===== src/hdl/jvm_type_descriptor_parser_defines.svh =====
// ----------------------------------------------------------------------------
// JVM type descriptor parser assertion macros
// Concurrent assertion wrappers, compiled out when SYNTH is defined.
// ----------------------------------------------------------------------------
`ifndef JVM_TYPE_DESCRIPTOR_PARSER_DEFINES_SVH
`define JVM_TYPE_DESCRIPTOR_PARSER_DEFINES_SVH

`ifndef SYNTH

// same-cycle implication
`define JTDP_ASSERT_IMP(lbl, clk, rst_n, ante, cons) \
  lbl: assert property (@(posedge clk) disable iff (!rst_n) (ante) |-> (cons)) \
    else $error("jtdp assertion failed");

// next-cycle implication
`define JTDP_ASSERT_NXT(lbl, clk, rst_n, ante, cons) \
  lbl: assert property (@(posedge clk) disable iff (!rst_n) (ante) |=> (cons)) \
    else $error("jtdp assertion failed");

`else

`define JTDP_ASSERT_IMP(lbl, clk, rst_n, ante, cons)
`define JTDP_ASSERT_NXT(lbl, clk, rst_n, ante, cons)

`endif

`endif


===== src/hdl/jtdp_pkg.sv =====
// ----------------------------------------------------------------------------
// JVM type descriptor parser package
// Character codes, result codes, payload types and a shared decode function.
// ----------------------------------------------------------------------------
package jtdp_pkg;

  localparam int unsigned REF_BYTES_DEF = 8;

  // descriptor characters
  localparam logic [7:0] CH_LPAREN = 8'h28;
  localparam logic [7:0] CH_RPAREN = 8'h29;
  localparam logic [7:0] CH_LBRACK = 8'h5B;
  localparam logic [7:0] CH_SEMI   = 8'h3B;
  localparam logic [7:0] CH_CLASS  = 8'h4C; // L
  localparam logic [7:0] CH_VOID   = 8'h56; // V
  localparam logic [7:0] CH_BOOL   = 8'h5A; // Z
  localparam logic [7:0] CH_BYTE   = 8'h42; // B
  localparam logic [7:0] CH_CHAR   = 8'h43; // C
  localparam logic [7:0] CH_SHORT  = 8'h53; // S
  localparam logic [7:0] CH_INT    = 8'h49; // I
  localparam logic [7:0] CH_FLOAT  = 8'h46; // F
  localparam logic [7:0] CH_LONG   = 8'h4A; // J
  localparam logic [7:0] CH_DOUBLE = 8'h44; // D

  // type codes
  localparam logic [3:0] TC_VOID   = 4'd0;
  localparam logic [3:0] TC_BOOL   = 4'd1;
  localparam logic [3:0] TC_BYTE   = 4'd2;
  localparam logic [3:0] TC_CHAR   = 4'd3;
  localparam logic [3:0] TC_SHORT  = 4'd4;
  localparam logic [3:0] TC_INT    = 4'd5;
  localparam logic [3:0] TC_FLOAT  = 4'd6;
  localparam logic [3:0] TC_LONG   = 4'd7;
  localparam logic [3:0] TC_DOUBLE = 4'd8;
  localparam logic [3:0] TC_REF    = 4'd9;

  // status codes
  localparam logic [1:0] ST_OK         = 2'd0;
  localparam logic [1:0] ST_BAD_CHAR   = 2'd1;
  localparam logic [1:0] ST_INCOMPLETE = 2'd2;

  typedef struct packed {
    logic [7:0] ch;
    logic       last;
  } char_t;

  typedef struct packed {
    logic [1:0] status;
    logic [3:0] type_code;
    logic       is_array;
    logic       is_method;
    logic [7:0] arg_count;
    logic [3:0] size_bytes;
  } res_t;

  // registered character handed to the parser core
  typedef struct packed {
    logic  valid;
    char_t chr;
  } stage_t;

  typedef struct packed {
    logic       is_base;
    logic [3:0] code;
  } base_t;

  function automatic base_t base_code(input logic [7:0] c);
    base_t b;
    b.is_base = 1'b1;
    unique case (c)
      CH_VOID:   b.code = TC_VOID;
      CH_BOOL:   b.code = TC_BOOL;
      CH_BYTE:   b.code = TC_BYTE;
      CH_CHAR:   b.code = TC_CHAR;
      CH_SHORT:  b.code = TC_SHORT;
      CH_INT:    b.code = TC_INT;
      CH_FLOAT:  b.code = TC_FLOAT;
      CH_LONG:   b.code = TC_LONG;
      CH_DOUBLE: b.code = TC_DOUBLE;
      default: begin
        b.is_base = 1'b0;
        b.code    = TC_VOID;
      end
    endcase
    return b;
  endfunction

endpackage


===== src/hdl/jtdp_char_if.sv =====
// ----------------------------------------------------------------------------
// Character channel
// Valid/ready channel carrying one descriptor character and its last flag.
// ----------------------------------------------------------------------------
interface jtdp_char_if;
  logic            valid;
  logic            ready;
  jtdp_pkg::char_t data;

  modport source (output valid, output data, input ready);
  modport sink   (input valid, input data, output ready);
endinterface


===== src/hdl/jtdp_res_if.sv =====
// ----------------------------------------------------------------------------
// Result channel
// Valid/ready channel carrying one parse result.
// ----------------------------------------------------------------------------
interface jtdp_res_if;
  logic           valid;
  logic           ready;
  jtdp_pkg::res_t data;

  modport source (output valid, output data, input ready);
  modport sink   (input valid, input data, output ready);
endinterface


===== src/hdl/jtdp_in_reg.sv =====
// ----------------------------------------------------------------------------
// Input register
// Captures one character per transfer and holds it until the core takes it.
// ----------------------------------------------------------------------------
module jtdp_in_reg (
  input  logic             clk_i,
  input  logic             rst_ni,
  jtdp_char_if.sink        char_i,
  input  logic             take_i,
  output jtdp_pkg::stage_t stage_o
);
  import jtdp_pkg::*;

  logic  valid_q;
  char_t data_q;

  assign char_i.ready = !valid_q || take_i;

  always_ff @(posedge clk_i or negedge rst_ni) begin
    if (!rst_ni) begin
      valid_q <= 1'b0;
    end else if (char_i.ready) begin
      valid_q <= char_i.valid;
    end
  end

  always_ff @(posedge clk_i) begin
    if (char_i.valid && char_i.ready) begin
      data_q <= char_i.data;
    end
  end

  assign stage_o.valid = valid_q;
  assign stage_o.chr   = data_q;

endmodule


===== src/hdl/jtdp_core.sv =====
// ----------------------------------------------------------------------------
// Parser core
// Descriptor phase machine; one character per cycle, a last one only with
// room in the result register; the result forms on the final character.
// ----------------------------------------------------------------------------
`include "jvm_type_descriptor_parser_defines.svh"

module jtdp_core #(
  parameter int unsigned RefBytes = jtdp_pkg::REF_BYTES_DEF
) (
  input  logic             clk_i,
  input  logic             rst_ni,
  input  jtdp_pkg::stage_t stage_i,
  input  logic             out_free_i,
  output logic             take_o,
  output logic             res_valid_o,
  output jtdp_pkg::res_t   res_o
);
  import jtdp_pkg::*;

  localparam logic [3:0] RefSize = 4'(RefBytes);

  typedef enum logic [2:0] {
    PH_START,
    PH_ARGS,
    PH_ARG_ARRAY,
    PH_ARG_CLASS,
    PH_TYPE,
    PH_TYPE_CLASS,
    PH_DONE,
    PH_ERROR
  } phase_e;

  phase_e     phase_q, phase_d;
  logic [7:0] arg_total_q, arg_total_d;
  logic       method_q, method_d;
  logic       array_q, array_d;
  logic [3:0] found_q, found_d;

  logic [7:0] c;
  base_t      b;
  logic       last;
  logic [3:0] size;

  assign c    = stage_i.chr.ch;
  assign last = stage_i.chr.last;
  assign b    = base_code(c);

  assign take_o      = stage_i.valid && (!last || out_free_i);
  assign res_valid_o = take_o && last;

  always_comb begin
    phase_d     = phase_q;
    arg_total_d = arg_total_q;
    method_d    = method_q;
    array_d     = array_q;
    found_d     = found_q;
    unique case (phase_q)
      PH_START, PH_TYPE: begin
        if (phase_q == PH_START && c == CH_LPAREN) begin
          method_d = 1'b1;
          phase_d  = PH_ARGS;
        end else if (c == CH_LBRACK) begin
          array_d = 1'b1;
          phase_d = PH_TYPE;
        end else if (c == CH_CLASS) begin
          found_d = TC_REF;
          phase_d = PH_TYPE_CLASS;
        end else if (b.is_base) begin
          found_d = b.code;
          phase_d = PH_DONE;
        end else begin
          phase_d = PH_ERROR;
        end
      end
      PH_ARGS, PH_ARG_ARRAY: begin
        if (c == CH_RPAREN && phase_q == PH_ARGS) begin
          phase_d = PH_TYPE;
        end else if (c == CH_LBRACK) begin
          phase_d = PH_ARG_ARRAY;
        end else if (c == CH_CLASS) begin
          phase_d = PH_ARG_CLASS;
        end else if (b.is_base) begin
          if (arg_total_q != 8'hFF) arg_total_d = arg_total_q + 8'd1;
          phase_d = PH_ARGS;
        end else begin
          phase_d = PH_ERROR;
        end
      end
      PH_ARG_CLASS: begin
        if (c == CH_SEMI) begin
          if (arg_total_q != 8'hFF) arg_total_d = arg_total_q + 8'd1;
          phase_d = PH_ARGS;
        end
      end
      PH_TYPE_CLASS: begin
        if (c == CH_SEMI) phase_d = PH_DONE;
      end
      default: ;
    endcase
  end

  always_comb begin
    case (found_d)
      TC_BOOL, TC_BYTE:   size = 4'd1;
      TC_CHAR, TC_SHORT:  size = 4'd2;
      TC_INT, TC_FLOAT:   size = 4'd4;
      TC_LONG, TC_DOUBLE: size = 4'd8;
      TC_REF:             size = RefSize;
      default:            size = 4'd0;
    endcase
  end

  always_comb begin
    res_o = '0;
    if (phase_d == PH_ERROR) begin
      res_o.status = ST_BAD_CHAR;
    end else if (phase_d != PH_DONE) begin
      res_o.status = ST_INCOMPLETE;
    end else begin
      res_o.status     = ST_OK;
      res_o.type_code  = found_d;
      res_o.is_array   = array_d;
      res_o.is_method  = method_d;
      res_o.arg_count  = arg_total_d;
      res_o.size_bytes = size;
    end
  end

  always_ff @(posedge clk_i or negedge rst_ni) begin
    if (!rst_ni) begin
      phase_q     <= PH_START;
      arg_total_q <= '0;
      method_q    <= 1'b0;
      array_q     <= 1'b0;
      found_q     <= TC_VOID;
    end else if (take_o) begin
      if (last) begin
        phase_q     <= PH_START;
        arg_total_q <= '0;
        method_q    <= 1'b0;
        array_q     <= 1'b0;
        found_q     <= TC_VOID;
      end else begin
        phase_q     <= phase_d;
        arg_total_q <= arg_total_d;
        method_q    <= method_d;
        array_q     <= array_d;
        found_q     <= found_d;
      end
    end
  end

  `JTDP_ASSERT_IMP(a_res_needs_room, clk_i, rst_ni, res_valid_o, out_free_i)
  `JTDP_ASSERT_NXT(a_reset_after_res, clk_i, rst_ni, res_valid_o,
                   phase_q == PH_START && arg_total_q == 8'd0 && !method_q)
  `JTDP_ASSERT_IMP(a_args_only_method, clk_i, rst_ni, arg_total_q != 8'd0, method_q)
  `JTDP_ASSERT_IMP(a_ok_code_range, clk_i, rst_ni,
                   res_valid_o && res_o.status == ST_OK, res_o.type_code <= TC_REF)

endmodule


===== src/hdl/jtdp_out_reg.sv =====
// ----------------------------------------------------------------------------
// Result register
// Holds one result until the result channel takes it.
// ----------------------------------------------------------------------------
module jtdp_out_reg (
  input  logic           clk_i,
  input  logic           rst_ni,
  input  logic           res_valid_i,
  input  jtdp_pkg::res_t res_i,
  output logic           out_free_o,
  jtdp_res_if.source     res_o
);
  import jtdp_pkg::*;

  logic valid_q, valid_d;
  res_t data_q;

  assign out_free_o = !valid_q || res_o.ready;
  assign valid_d    = res_valid_i || (valid_q && !res_o.ready);

  always_ff @(posedge clk_i or negedge rst_ni) begin
    if (!rst_ni) begin
      valid_q <= 1'b0;
    end else begin
      valid_q <= valid_d;
    end
  end

  always_ff @(posedge clk_i) begin
    if (res_valid_i) begin
      data_q <= res_i;
    end
  end

  assign res_o.valid = valid_q;
  assign res_o.data  = data_q;

endmodule


===== src/hdl/jvm_type_descriptor_parser.sv =====
// ----------------------------------------------------------------------------
// JVM type descriptor parser
// Parses a field or method descriptor streamed one character per transfer
// and reports type, array/method flags, argument count and type size.
// ----------------------------------------------------------------------------
// One character is accepted every clock cycle, stalls aside. A character is
// captured in the input register, the parser core updates the descriptor
// phase from it, and on the character marked last the result is loaded
// into the result register, which offers it on the result channel. The
// phase update in the core sets the rate of one character per cycle; a
// full result register with no ready stalls only a last character, never
// the others.
module jvm_type_descriptor_parser #(
  parameter int unsigned RefBytes = jtdp_pkg::REF_BYTES_DEF
) (
  input  logic        clk_i,
  input  logic        rst_ni,
  jtdp_char_if.sink   char_i,
  jtdp_res_if.source  res_o
);
  import jtdp_pkg::*;

  stage_t stage;
  logic   take;
  logic   out_free;
  logic   res_valid;
  res_t   res;

  jtdp_in_reg u_in_reg (
    .clk_i   (clk_i),
    .rst_ni  (rst_ni),
    .char_i  (char_i),
    .take_i  (take),
    .stage_o (stage)
  );

  jtdp_core #(
    .RefBytes (RefBytes)
  ) u_core (
    .clk_i       (clk_i),
    .rst_ni      (rst_ni),
    .stage_i     (stage),
    .out_free_i  (out_free),
    .take_o      (take),
    .res_valid_o (res_valid),
    .res_o       (res)
  );

  jtdp_out_reg u_out_reg (
    .clk_i       (clk_i),
    .rst_ni      (rst_ni),
    .res_valid_i (res_valid),
    .res_i       (res),
    .out_free_o  (out_free),
    .res_o       (res_o)
  );

endmodule

===== src/flat_wrapper.sv =====
// flat-port wrapper written by rule: the top's interface ports become plain ports
module jvm_type_descriptor_parser_flat import jtdp_pkg::*;
#(
  parameter int unsigned RefBytes = jtdp_pkg::REF_BYTES_DEF
)
  (clk_i, rst_ni, char_i_valid, char_i_data, char_i_ready, res_o_valid, res_o_data, res_o_ready);
  jtdp_char_if char_i_i ();
  jtdp_res_if res_o_i ();
  input  logic clk_i;
  input  logic rst_ni;
  input wire logic [$bits(char_i_i.valid)-1:0] char_i_valid;
  input wire logic [$bits(char_i_i.data)-1:0] char_i_data;
  output wire logic [$bits(char_i_i.ready)-1:0] char_i_ready;
  output wire logic [$bits(res_o_i.valid)-1:0] res_o_valid;
  output wire logic [$bits(res_o_i.data)-1:0] res_o_data;
  input wire logic [$bits(res_o_i.ready)-1:0] res_o_ready;
  assign char_i_i.valid = char_i_valid;
  assign char_i_i.data = char_i_data;
  assign char_i_ready = char_i_i.ready;
  assign res_o_valid = res_o_i.valid;
  assign res_o_data = res_o_i.data;
  assign res_o_i.ready = res_o_ready;
  jvm_type_descriptor_parser #(.RefBytes(RefBytes)) u_core (.clk_i(clk_i), .rst_ni(rst_ni), .char_i(char_i_i), .res_o(res_o_i));
endmodule

===== config.mk =====
export PLATFORM = sky130hd
export DESIGN_NAME = jvm_type_descriptor_parser_flat
export DESIGN_NICKNAME = d
export VERILOG_FILES = /design/src/hdl/jtdp_pkg.sv /design/src/hdl/jtdp_char_if.sv /design/src/hdl/jtdp_res_if.sv /design/src/hdl/jtdp_in_reg.sv /design/src/hdl/jtdp_core.sv /design/src/hdl/jtdp_out_reg.sv /design/src/hdl/jvm_type_descriptor_parser.sv /design/src/flat_wrapper.sv
export VERILOG_INCLUDE_DIRS = /design/src /design/src/hdl
export SDC_FILE = /design/constraint.sdc
export NUM_CORES = 1
export LEC_CHECK = 0
export ABC_AREA = 1
export BUFFER_PORTS_ARGS = -buffer_cell sky130_fd_sc_hd__buf_4
export CORE_ASPECT_RATIO = 1.4
export CORE_MARGIN = 2
export CORE_UTILIZATION = 55
export CTS_BUF_LIST = sky130_fd_sc_hd__clkbuf_8
export CTS_CLUSTER_DIAMETER = 50
export DETAILED_ROUTE_END_ITERATION = 6
export PLACE_DENSITY = 0.84
export SLEW_MARGIN = 10
export SYNTH_ARGS = -nofsm -noshare
export SYNTH_HDL_FRONTEND = slang
export SYNTH_HIERARCHICAL = 1
export SYNTH_SLANG_ARGS = --single-unit

===== constraint.sdc =====
create_clock -name clk_i -period 2.3 [get_ports clk_i]
set_input_delay 0.115 -clock clk_i [delete_from_list [all_inputs] [get_ports clk_i]]
set_output_delay 0.115 -clock clk_i [all_outputs]
set_load 0.005 [all_outputs]

# ---- Word-level counts from Yosys, hierarchy flattened
# Memory sizes are Yosys's and may differ from the RTL's. A register that Yosys moved wholly into a read port is not among the register bits.
# Index checks and enable logic that the tools add are counted.
dict set report word_totals {
  mem_count 1
  output_inout_bits 22
  regBits 44
  mem_bits_ro 64
}
dict set report classes {
  mux 36
  add_sub_neg 1
  reduce_logical 19
  n_eq_ne 22
}
# name depth word_bits read_ports rd_clocked_by_memory_dff wr line_no
set mem_list {}
lappend mem_list {{(no name shown)} 16 4 1 1 0 jtdp_core.sv:104} ;# case (found_d)
# cell count
set ops {}
lappend ops {{$eq A8 B7 Y1 const B} 11}
lappend ops {{$mux W8} 7}
lappend ops {{$pmux W4 S8} 1}
lappend ops {{$eq A8 B6 Y1 const B} 3}
lappend ops {{$mux W3} 8}
lappend ops {{$mux W4} 6}
lappend ops {{$pmux W8 S2} 1}
lappend ops {{$pmux W3 S4} 1}
lappend ops {{$eq A3 B3 Y1 const B} 3}
lappend ops {{$mux W1} 9}
lappend ops {{$reduce_or A9 Y1} 1}
lappend ops {{$add A8 B1 Y8 const B} 1}
lappend ops {{$ne A8 B8 Y1 const B} 1}
lappend ops {{$eq A3 B2 Y1 const B} 2}
lappend ops {{$logic_and A1 B1 Y1} 6}
lappend ops {{$mux W2} 3}
lappend ops {{$reduce_or A2 Y1} 3}
lappend ops {{$logic_not A1 Y1} 4}
lappend ops {{$logic_or A1 B1 Y1} 4}
lappend ops {{$eq A3 B1 Y1 const B} 1}
lappend ops {{$logic_not A3 Y1} 1}
lappend ops {{$ne A3 B3 Y1 const B} 1}

# ---- Depth between registers and ports, before layout
# Gate-level depths: netlist (run 1).
dict set report logic_depth {
  word_depth 10
  ltp_mapped 16
}

# ---- Hierarchy
# The synthesis (run 1) kept the hierarchy.
# mod n_inst seq_area_each_um2 area_each_um2 cells_each
set modules_own_cells {}
lappend modules_own_cells {jtdp_core 1 425.4 1949.4 312}
lappend modules_own_cells {jtdp_out_reg 1 625.6 645.6 25}
lappend modules_own_cells {jtdp_in_reg 1 295.3 322.8 16}

# ---- Worst setup path after synthesis (run 1)
# OpenSTA, ideal clock, no wires.
dict set report synth_timing {
  kind {reg-to-reg}
  startpoint {reg u_core.u_core.phase_q[0]}
  endpoint {reg, netlist name u_core/u_out_reg/res_o.data[0]}
  stages_incl_launch_ff 13
  t_arrival_ns 1.780
  path_slack_ns 0.265
  synth_period_minus_slack_ns 2.035
  path_cell_list {dfrtp_1 nor2_4 nand2_1 nand3b_1 nand2_2 nor2_1 nand2_1 nand2_1 nand2_1 inv_1 ha_1 nand3_1 nor2_1}
}
dict set report synth_between {
  elab_chain_cells 6
}
# element line_no
set synth_rtl {}
lappend synth_rtl {{start: declaration} jtdp_core.sv:34} ;# phase_e phase_q, phase_d;
lappend synth_rtl {{start signal: assignment} jtdp_core.sv:145} ;# phase_q <= phase_d;
lappend synth_rtl {{$eq A3 B1 Y1 or $logic_not A3 Y1 (tied branches)} {jtdp_core.sv:58, jtdp_core.sv:77, jtdp_core.sv:60}}
lappend synth_rtl {{$logic_and A1 B1 Y1 (on tied branches)} {jtdp_core.sv:77, jtdp_core.sv:60}}
lappend synth_rtl {{$mux W3 (on tied branches)} {jtdp_core.sv:77, jtdp_core.sv:60}}
lappend synth_rtl {{$pmux W3 S4} jtdp_core.sv:58} ;# unique case (phase_q)
lappend synth_rtl {{$eq A3 B3 Y1 or $ne A3 B3 Y1 (tied branches)} {jtdp_core.sv:116, jtdp_core.sv:118}}
lappend synth_rtl {{$reduce_or A2 Y1 (no line)} n/a}
# Several ways; a longest one is shown, not always the timed one.
# A chain may end at the register's enable or synchronous reset.

# ---- Worst setup path after layout (run 1)
dict set report layout_timing {
  startpoint {reg u_core.u_in_reg.data_q (netlist bit u_core/u_in_reg/stage_o[6])}
  endpoint {reg, netlist name u_core/u_out_reg/res_o.data[2]}
}
dict set report layout_between {
  elab_chain_cells 10
}
# element line_no
set layout_rtl {}
lappend layout_rtl {{start: declaration} jtdp_in_reg.sv:15} ;# char_t data_q;
lappend layout_rtl {{start signal: assignment} jtdp_in_reg.sv:29} ;# data_q <= char_i.data;
lappend layout_rtl {{$eq A8 B7 Y1} jtdp_pkg.sv:70} ;# unique case (c)
lappend layout_rtl {{$reduce_or A9 Y1 (no line)} n/a}
lappend layout_rtl {{$mux W1} jtdp_pkg.sv:70}
lappend layout_rtl {{$mux W1 or $mux W3 (tied branches)} {jtdp_core.sv:69, jtdp_core.sv:83}}
lappend layout_rtl {{$mux W2 or $mux W3 (tied branches)} {jtdp_core.sv:66, jtdp_core.sv:81}}
lappend layout_rtl {{$mux W2 or $mux W3 (tied branches)} {jtdp_core.sv:63, jtdp_core.sv:79}}
lappend layout_rtl {{$mux W3 (on tied branches)} {jtdp_core.sv:60, jtdp_core.sv:77}}
lappend layout_rtl {{$pmux W3 S4} jtdp_core.sv:58}
lappend layout_rtl {{$eq A3 B3 Y1 or $ne A3 B3 Y1 (tied branches)} {jtdp_core.sv:116, jtdp_core.sv:118}}
lappend layout_rtl {{$reduce_or A2 Y1 (no line)} n/a}
# Several ways; a longest one is shown, not always the timed one.

==> impl_metrics.tcl, run 1 <==
set metrics [dict create \
    run_status "finished, final reports clean" \
    row_count 31 \
    crit_arrival_ns 2.23 \
    power_mw 3.70 \
    max-slew-margin-rel_pct 46.6 \
    timing.critical_path.required_ns 2.35 \
    initial_antenna_violation_count 0 \
    finish.net_count 428 \
    clk_pin_slew_ns 0.09 \
    clock_sinks 48 \
    worst_slack_ns 0.123 \
    syn_nets 369 \
    aggregate_global_routing_overflow 0 \
    critical_path.max_fanout 6 \
    cts-htree-levels 2 \
    start_kind "register" \
    routedWlPerCell_um 13.3 \
    detail_route.wirelength_um 6350 \
    routed-wl-met2_um 3400 \
    drv_cap 0 \
    place_hpwl_um 4540 \
    coreArea_um2 5160 \
    power.switching_mw 1.57 \
    switching_share_pct 42.4 \
    routed_vias_inst 5.30 \
    synthesis.area_per_instance_um2 8.27 \
    routedLengthMet1_um 2470 \
    groute.usage.overall_pct 22.7 \
    num_io_pins 35 \
    initial_standard_cell_utilization_of_the_core_pct 56.6 \
    number_of_global_route_vias_before_repair 2347 \
    post-route-period-util_pct 94.7 \
    power_report.internal_total_mw 2.14 \
    placedCellCount 457 \
    setup-violations-final 0 \
    max-clock-path-buffers 2 \
    holdWs_ns 0.00799 \
    finalWeightedCongestion 0.953 \
    floorplan.die_area_um2 5910 \
    synthCells 353 \
    pin_count_of_the_biggest_net_entering_global_routing 21 \
    finalHoldViolations 0 \
    synth.top_cell.area_share_pct 29.8 \
    non_filler_cells_in_the_finished_layout 479 \
    hold_path.class "input port to register" \
    detailroute.via_count 2538 \
    detailed_place.area_um2 3280 \
    path_class "register to register" \
    power.sequential.fraction_pct 33.2 \
    synth_seq_area_share_pct 46.1 \
    antenna_cells_inserted 0 \
    die_h_um 90.2 \
    detail_route.drc_violations 0 \
    detail_route.iter0.violations 191 \
    worstMarginPinSlew_ns 0.801 \
    dieWidth_um 65.6 \
    synth_most_common_cell "sky130_fd_sc_hd__nand2_1" \
    first_pass_grt_wire_length_um 10400 \
    clock.fmax_ghz 0.459 \
    worstSkewPairLatency_ns 0.29 \
    number_of_buffers_created_by_cts 5 \
    power.density_cell_area_nw_per_um2 1040 \
    post_route_cells_drive_above_1_share_pct 27.4 \
    share_of_flip_flops_with_an_asynchronous_set_or_reset_pct 39.6 \
    final_core_utilization_pct 69.1 \
    synthesis.area_um2 2920 \
    synthesis.yosys.warnings 6 \
    synthTopCellsByCount "80 x sky130_fd_sc_hd__nand2_1, 43 x sky130_fd_sc_hd__nor2_1, 41 x sky130_fd_sc_hd__inv_1" \
    dr.max_layer_used "met4" \
    layout_min_cycle_time_ns 2.18 \
    ys.flop_type "sky130_fd_sc_hd__edfxtp_1" \
    syn_to_final_growth_pct 22.2 \
    tritoncts "built" \
    crit_path_end_kind "register" \
    yosys_register_bits 48 \
    netlist-cell-type-count 38 \
    dp_slack_ns 0.145 \
    antenna_violating_nets_post_route 0 \
    clk_network_pwr_share_pct 18.9 \
    synth.area.top_cells "sky130_fd_sc_hd__edfxtp_1 30%, sky130_fd_sc_hd__dfrtp_1 16%, sky130_fd_sc_hd__nand2_1 10%, sky130_fd_sc_hd__nor2_4 6.2%, sky130_fd_sc_hd__nor2_1 5.5%" \
    clockRootBuffer "sky130_fd_sc_hd__clkbuf_8" \
    worst_clock_skew_ns 0.00474 \
    route.met3.wl_um 423 \
    maxSlewViolCount 0 \
    final.setup.tns_ns 0 \
    vdd.ir_drop.worst_mv 0.708 \
    combinationalPowerShare_pct 47.9 \
    portBuffers 34 \
    drt_first_pass_iters 5 \
    number_of_enable_flip_flop_cells_after_synthesis 29 \
    cell_taking_the_most_area_after_synthesis "sky130_fd_sc_hd__edfxtp_1" \
    p_leak_nw 1.64 \
    final_cell_area_um2 3570 \
]
-- routing by layer --
| layer | vias up | track usage [%] |
|---|---|---|
| met5 | - | 0 |
| met3 | 8 | 2.75 |
| met1 | 1165 | 27.6 |
| met2 | 106 | 40.2 |
| met4 | 0 | 8.51 |
| li1 | 1259 | - |
-- layout make-up --
| type | instances | area, µm² |
|---|---|---|
| clock buffer | 5 | 68.8 |
| clock inverter | 3 | 63.8 |
| fill | 416 | 1590 |
| inverter | 52 | 198 |
| multi-input combinational | 249 | 1360 |
| sequential | 48 | 1350 |
| tap | 66 | 82.6 |
| timing repair buffer | 56 | 445 |
-- sequential cells by signal, indices dropped and copies added, names as in the netlist --
signal and cells:
u_core/u_core/array_q 1, u_core/u_core/found_q 4, u_core/u_core/arg_total_q 8, u_core/u_out_reg/res_o.valid 1, u_core/u_in_reg/valid_q 1, u_core/u_core/phase_q 3, u_core/u_in_reg/stage_o 9, u_core/u_out_reg/res_o.data 20
u_core/u_core/method_q 1
-- final timing paths --
path                                                             start                                        to  slack (ns)  depth (start not counted)
worst max-delay path              u_core/u_in_reg/stage_o[6]$_DFFE_PP_  u_core/u_out_reg/res_o.data[2]$_DFFE_PP_        0.12                         11
worst min-delay path                                      char_i_valid       u_core/u_in_reg/valid_q$_DFFE_PN0P_       0.008                          3
worst max register to register    u_core/u_in_reg/stage_o[6]$_DFFE_PP_  u_core/u_out_reg/res_o.data[2]$_DFFE_PP_        0.12                         11
worst min register to register  u_core/u_out_reg/res_o.valid$_DFF_PN0_    u_core/u_out_reg/res_o.valid$_DFF_PN0_        0.51                          2
max in group asynchronous                                       rst_ni  u_core/u_core/arg_total_q[6]$_DFFE_PN0P_        1.84                          2
min in group asynchronous                                       rst_ni      u_core/u_core/found_q[1]$_DFFE_PN0P_        0.23                          2
-- power by group through the flow --
stage | Combinational (mW) | Sequential (mW) | Clock, mW
final | 1.77 | 1.23 | 0.701
after CTS | 1.66 | 1.23 | 0.718
after floorplan | 1.30 | 1.22 | 0
after global placement | 1.60 | 1.24 | 0
after global routing | 1.94 | 1.25 | 0.762
after detailed placement | 1.64 | 1.25 | 0
-- timing repair --
| action | in CTS | in global routing |
|---|---|---|
| hold buffers | 10 | 0 |
| buffers inserted | 0 | 4 |
| gates resized for setup | 0 | 6 |
| setup endpoints to repair | 0 | 15 |
| endpoints found under the hold margin | 28 | 0 |
-- cells in the final DEF, fill, tap and decap left out, types with 2 or more instances in the layout --
master                          instances
sky130_fd_sc_hd__dlygate4sd3_1         10
sky130_fd_sc_hd__nand2_4                2
sky130_fd_sc_hd__a21oi_1               12
sky130_fd_sc_hd__nor2_4                16
sky130_fd_sc_hd__dfrtp_1               19
sky130_fd_sc_hd__o21ai_0               18
sky130_fd_sc_hd__o22ai_1                5
sky130_fd_sc_hd__o21ai_1                4
sky130_fd_sc_hd__nor2_1                42
sky130_fd_sc_hd__nor3_1                 6
sky130_fd_sc_hd__nand2_1               77
sky130_fd_sc_hd__nor2_2                 7
sky130_fd_sc_hd__ha_1                   3
sky130_fd_sc_hd__clkinv_1               2
sky130_fd_sc_hd__nand3_1               19
sky130_fd_sc_hd__bufinv_16              2
sky130_fd_sc_hd__o211ai_1               2
sky130_fd_sc_hd__inv_1                 42
sky130_fd_sc_hd__inv_2                  8
sky130_fd_sc_hd__nand2_2               17
sky130_fd_sc_hd__nand4_1                3
sky130_fd_sc_hd__nand3_2                2
sky130_fd_sc_hd__o21ai_2                2
sky130_fd_sc_hd__buf_4                 46
sky130_fd_sc_hd__clkbuf_8               5
sky130_fd_sc_hd__edfxtp_1              29
-- worst max-delay path, cell delays in order, from the launching register on --
cell and delay, ns:
sky130_fd_sc_hd__edfxtp_1 0.40, sky130_fd_sc_hd__inv_1 0.12, sky130_fd_sc_hd__nand2_1 0.11, sky130_fd_sc_hd__nor2_4 0.21
sky130_fd_sc_hd__nand4_1 0.21, sky130_fd_sc_hd__o211ai_1 0.17, sky130_fd_sc_hd__nand2_1 0.07, sky130_fd_sc_hd__nand2_1 0.13
sky130_fd_sc_hd__inv_1 0.06, sky130_fd_sc_hd__ha_1 0.32, sky130_fd_sc_hd__nand3_1 0.10, sky130_fd_sc_hd__nor2_1 0.04
-- kinds of logic (layout without fill, tap and decap cells) --
kind of cell	after synthesis	after routing	share of synthesized area, %
simple gates	195	195	34.2
buf+inv	56	116	8.02
compound gates	50	50	10.1
flops	48	48	46.1
fa+ha+maj	3	3	1.29
xor+xnor	1	1	0.300
Note: power is estimated with default switching activity, not from simulation.
==> run 2: changes to the inputs <==
Settings changed: CORE_ASPECT_RATIO 1.4 to 0.6.
==> run 2 against run 1 <==
Compared with the run above:
- flip-flop and latch count unchanged
- count of clock-buffer cells in the layout unchanged
- clock skew increased by 0.0049 ns
- core utilization increased by 2.7 points
- fmax decreased by 3.1%
- sequential share of layout area decreased by 0.79 points
- largest cell class unchanged
- highest routed layer unchanged
==> impl_metrics.tcl, run 2 (synthesis gave the netlist of run 1 again) <==
set metrics [dict create \
    max_reg_flops 20 \
    row_count 20 \
    initial_antenna_violation_count 0 \
    number_of_buffers_created_by_cts 5 \
    power.density_cell_area_nw_per_um2 1030 \
    layout_common_cells "74 x sky130_fd_sc_hd__nand2_1, 51 x sky130_fd_sc_hd__buf_4, 42 x sky130_fd_sc_hd__inv_1, 42 x sky130_fd_sc_hd__nor2_1, 29 x sky130_fd_sc_hd__edfxtp_1" \
    vdd.ir_drop.worst_mv 0.614 \
    critical_path.max_fanout 7 \
    timing.critical_path.mode_cell "sky130_fd_sc_hd__nand2_2" \
    detail_route.iter0.violations 316 \
    start_kind "register" \
    maxSlewViolCount 0 \
    worstPathCellList "nor2_4 > nand2_1 > nand3b_1 > nand2_2 > nor2_1 > nand2_2 > nand2_1 > nand2_2 > inv_1 > ha_1 > nand3_1 > nor2_1" \
    run_status "finished, final reports clean" \
    detailroute.via_count 2750 \
    p_leak_nw 1.67 \
    pin_count_of_the_biggest_net_entering_global_routing 22 \
    number_of_global_route_vias_before_repair 2472 \
    crit_arrival_ns 2.32 \
    drv_cap 0 \
    coreArea_um2 5080 \
    clock_sinks 48 \
    worstHoldPathCells 4 \
    drt_first_pass_iters 5 \
    final_core_utilization_pct 71.8 \
    initial_standard_cell_utilization_of_the_core_pct 57.4 \
    crit_slowest_cell "sky130_fd_sc_hd__dfrtp_2" \
    finalHoldViolations 0 \
    sequential_standard_cell_area_um2 1350 \
    layout_commonest_cell "sky130_fd_sc_hd__nand2_1" \
    antenna_cells_inserted 0 \
    worstRegToRegCells 12 \
    worst_slack_ns 0.0520 \
    first_pass_grt_wire_length_um 11700 \
    detail_route.wirelength_um 7550 \
    path_class "register to register" \
    syn_to_final_growth_pct 25.0 \
    portBuffers 34 \
    timing.critical_path.required_ns 2.37 \
    layout_min_cycle_time_ns 2.25 \
    crit_path_end_kind "register" \
    num-fill-cells 383 \
    worstMarginPinSlew_ns 0.954 \
    groute.usage.overall_pct 25.3 \
    post-route-period-util_pct 97.7 \
    setup-violations-final 0 \
    place_hpwl_um 5190 \
    dp_slack_ns 0.0409 \
    tritoncts "built" \
    finish.net_count 437 \
    routedWlPerCell_um 15.5 \
    max-slew-margin-rel_pct 36.4 \
    routed_vias_inst 5.64 \
    post_route_cells_drive_above_1_share_pct 29.9 \
    clock.fmax_ghz 0.445 \
    clockRootBuffer "sky130_fd_sc_hd__clkbuf_8" \
    antenna_violating_nets_post_route 0 \
    max-clock-path-buffers 2 \
    floorplan.die_area_um2 5920 \
    aggregate_global_routing_overflow 0 \
    critPathMaxStageDelay_ns 0.46 \
    die_h_um 60.4 \
    clk_pin_slew_ns 0.09 \
    dieWidth_um 98.0 \
    detail_route.drc_violations 0 \
    final.setup.tns_ns 0 \
    finalWeightedCongestion 1.01 \
    worst_clock_skew_ns 0.00963 \
    worstSkewPairLatency_ns 0.31 \
    num_io_pins 35 \
    cts-htree-levels 2 \
    multiInputGateArea_um2 1380 \
    hold_path.class "input port to register" \
]
## run 2: cell types whose count changed in the layout (fill, tap and decap cells not counted), moves of 2 or more
| cell | before | now |
|---|---|---|
| sky130_fd_sc_hd__dfrtp_2 | 0 | 2 |
| sky130_fd_sc_hd__nand2_2 | 17 | 20 |
| sky130_fd_sc_hd__buf_12 | 0 | 3 |
| sky130_fd_sc_hd__nand2_1 | 77 | 74 |
| sky130_fd_sc_hd__bufinv_16 | 2 | 0 |
| sky130_fd_sc_hd__dfrtp_1 | 19 | 17 |
| sky130_fd_sc_hd__buf_4 | 46 | 51 |
## run 2: area by class of cell
| cell class | count | share of cell area (%) |
|---|---|---|
| clock buffer | 5 | 1.89 |
| timing repair buffer | 65 | 15.2 |
| multi-input combinational | 249 | 37.9 |
| sequential | 48 | 37.0 |
| tap | 66 | 2.26 |
| inverter | 52 | 5.42 |
| clock inverter | 3 | 0.446 |
## run 2: through the flow
| step | area (µm²) | power [mW] | hold WS [ns] | cells |
|---|---|---|---|---|
| floorplan | 2920 | 2.51 | -0.181 | 353 |
| global placement | 3310 | 3.02 | 0.00740 | 458 |
| detailed placement | 3310 | 3.06 | 0.0211 | 458 |
| CTS | 3510 | 3.58 | 0.0479 | 477 |
| global route | 3650 | 4.02 | 0.0628 | 488 |
| finish | 3650 | 3.77 | 0.0486 | 488 |
## run 2: metal layers
metal  vias up  wire length [µm]  GRT usage (%)
met4         0               213           8.93
met3        31               713           6.22
li1       1278                 -              -
met5         -                 0              0
met2       158              3410           41.1
met1      1283              3220           34.1
## run 2: timing repair
item                                    in CTS  in global routing
hold buffers                                11                  0
buffers inserted                             0                 11
endpoints found under the hold margin       29                  0
endpoints found under the setup margin       0                 13
resized for setup                            0                 13
## run 2: final timing paths
| check | startpoint | end | slack, ns |
|---|---|---|---|
| hold / removal | res_o_ready | u_core/u_out_reg/res_o.valid$_DFF_PN0_ | 0.05 |
| hold reg to reg | u_core/u_out_reg/res_o.valid$_DFF_PN0_ | u_core/u_out_reg/res_o.valid$_DFF_PN0_ | 0.52 |
| setup / recovery | u_core/u_core/phase_q[1]$_DFFE_PN0P_ | u_core/u_out_reg/res_o.data[2]$_DFFE_PP_ | 0.05 |
| min in group asynchronous | rst_ni | u_core/u_core/arg_total_q[0]$_DFFE_PN0P_ | 0.22 |
| setup reg to reg | u_core/u_core/phase_q[1]$_DFFE_PN0P_ | u_core/u_out_reg/res_o.data[2]$_DFFE_PP_ | 0.05 |
| max in group asynchronous | rst_ni | u_core/u_core/phase_q[0]$_DFFE_PN0P_ | 1.84 |
## run 2: critical path, delay by kind of cell, from the launching register on
kind	cells	cell delay [ns]
adder cells (fa/ha/maj)	1	0.28
buffers and inverters	1	0.05
AND/OR/NAND/NOR	10	1.21
flip-flops	1	0.46
## run 2: report_power, final
| group | internal [mW] | switching [mW] |
|---|---|---|
| Clock | 0.209 | 0.289 |
| Sequential | 1.11 | 0.136 |
| Combinational | 0.744 | 1.29 |
| Total | 2.06 | 1.71 |
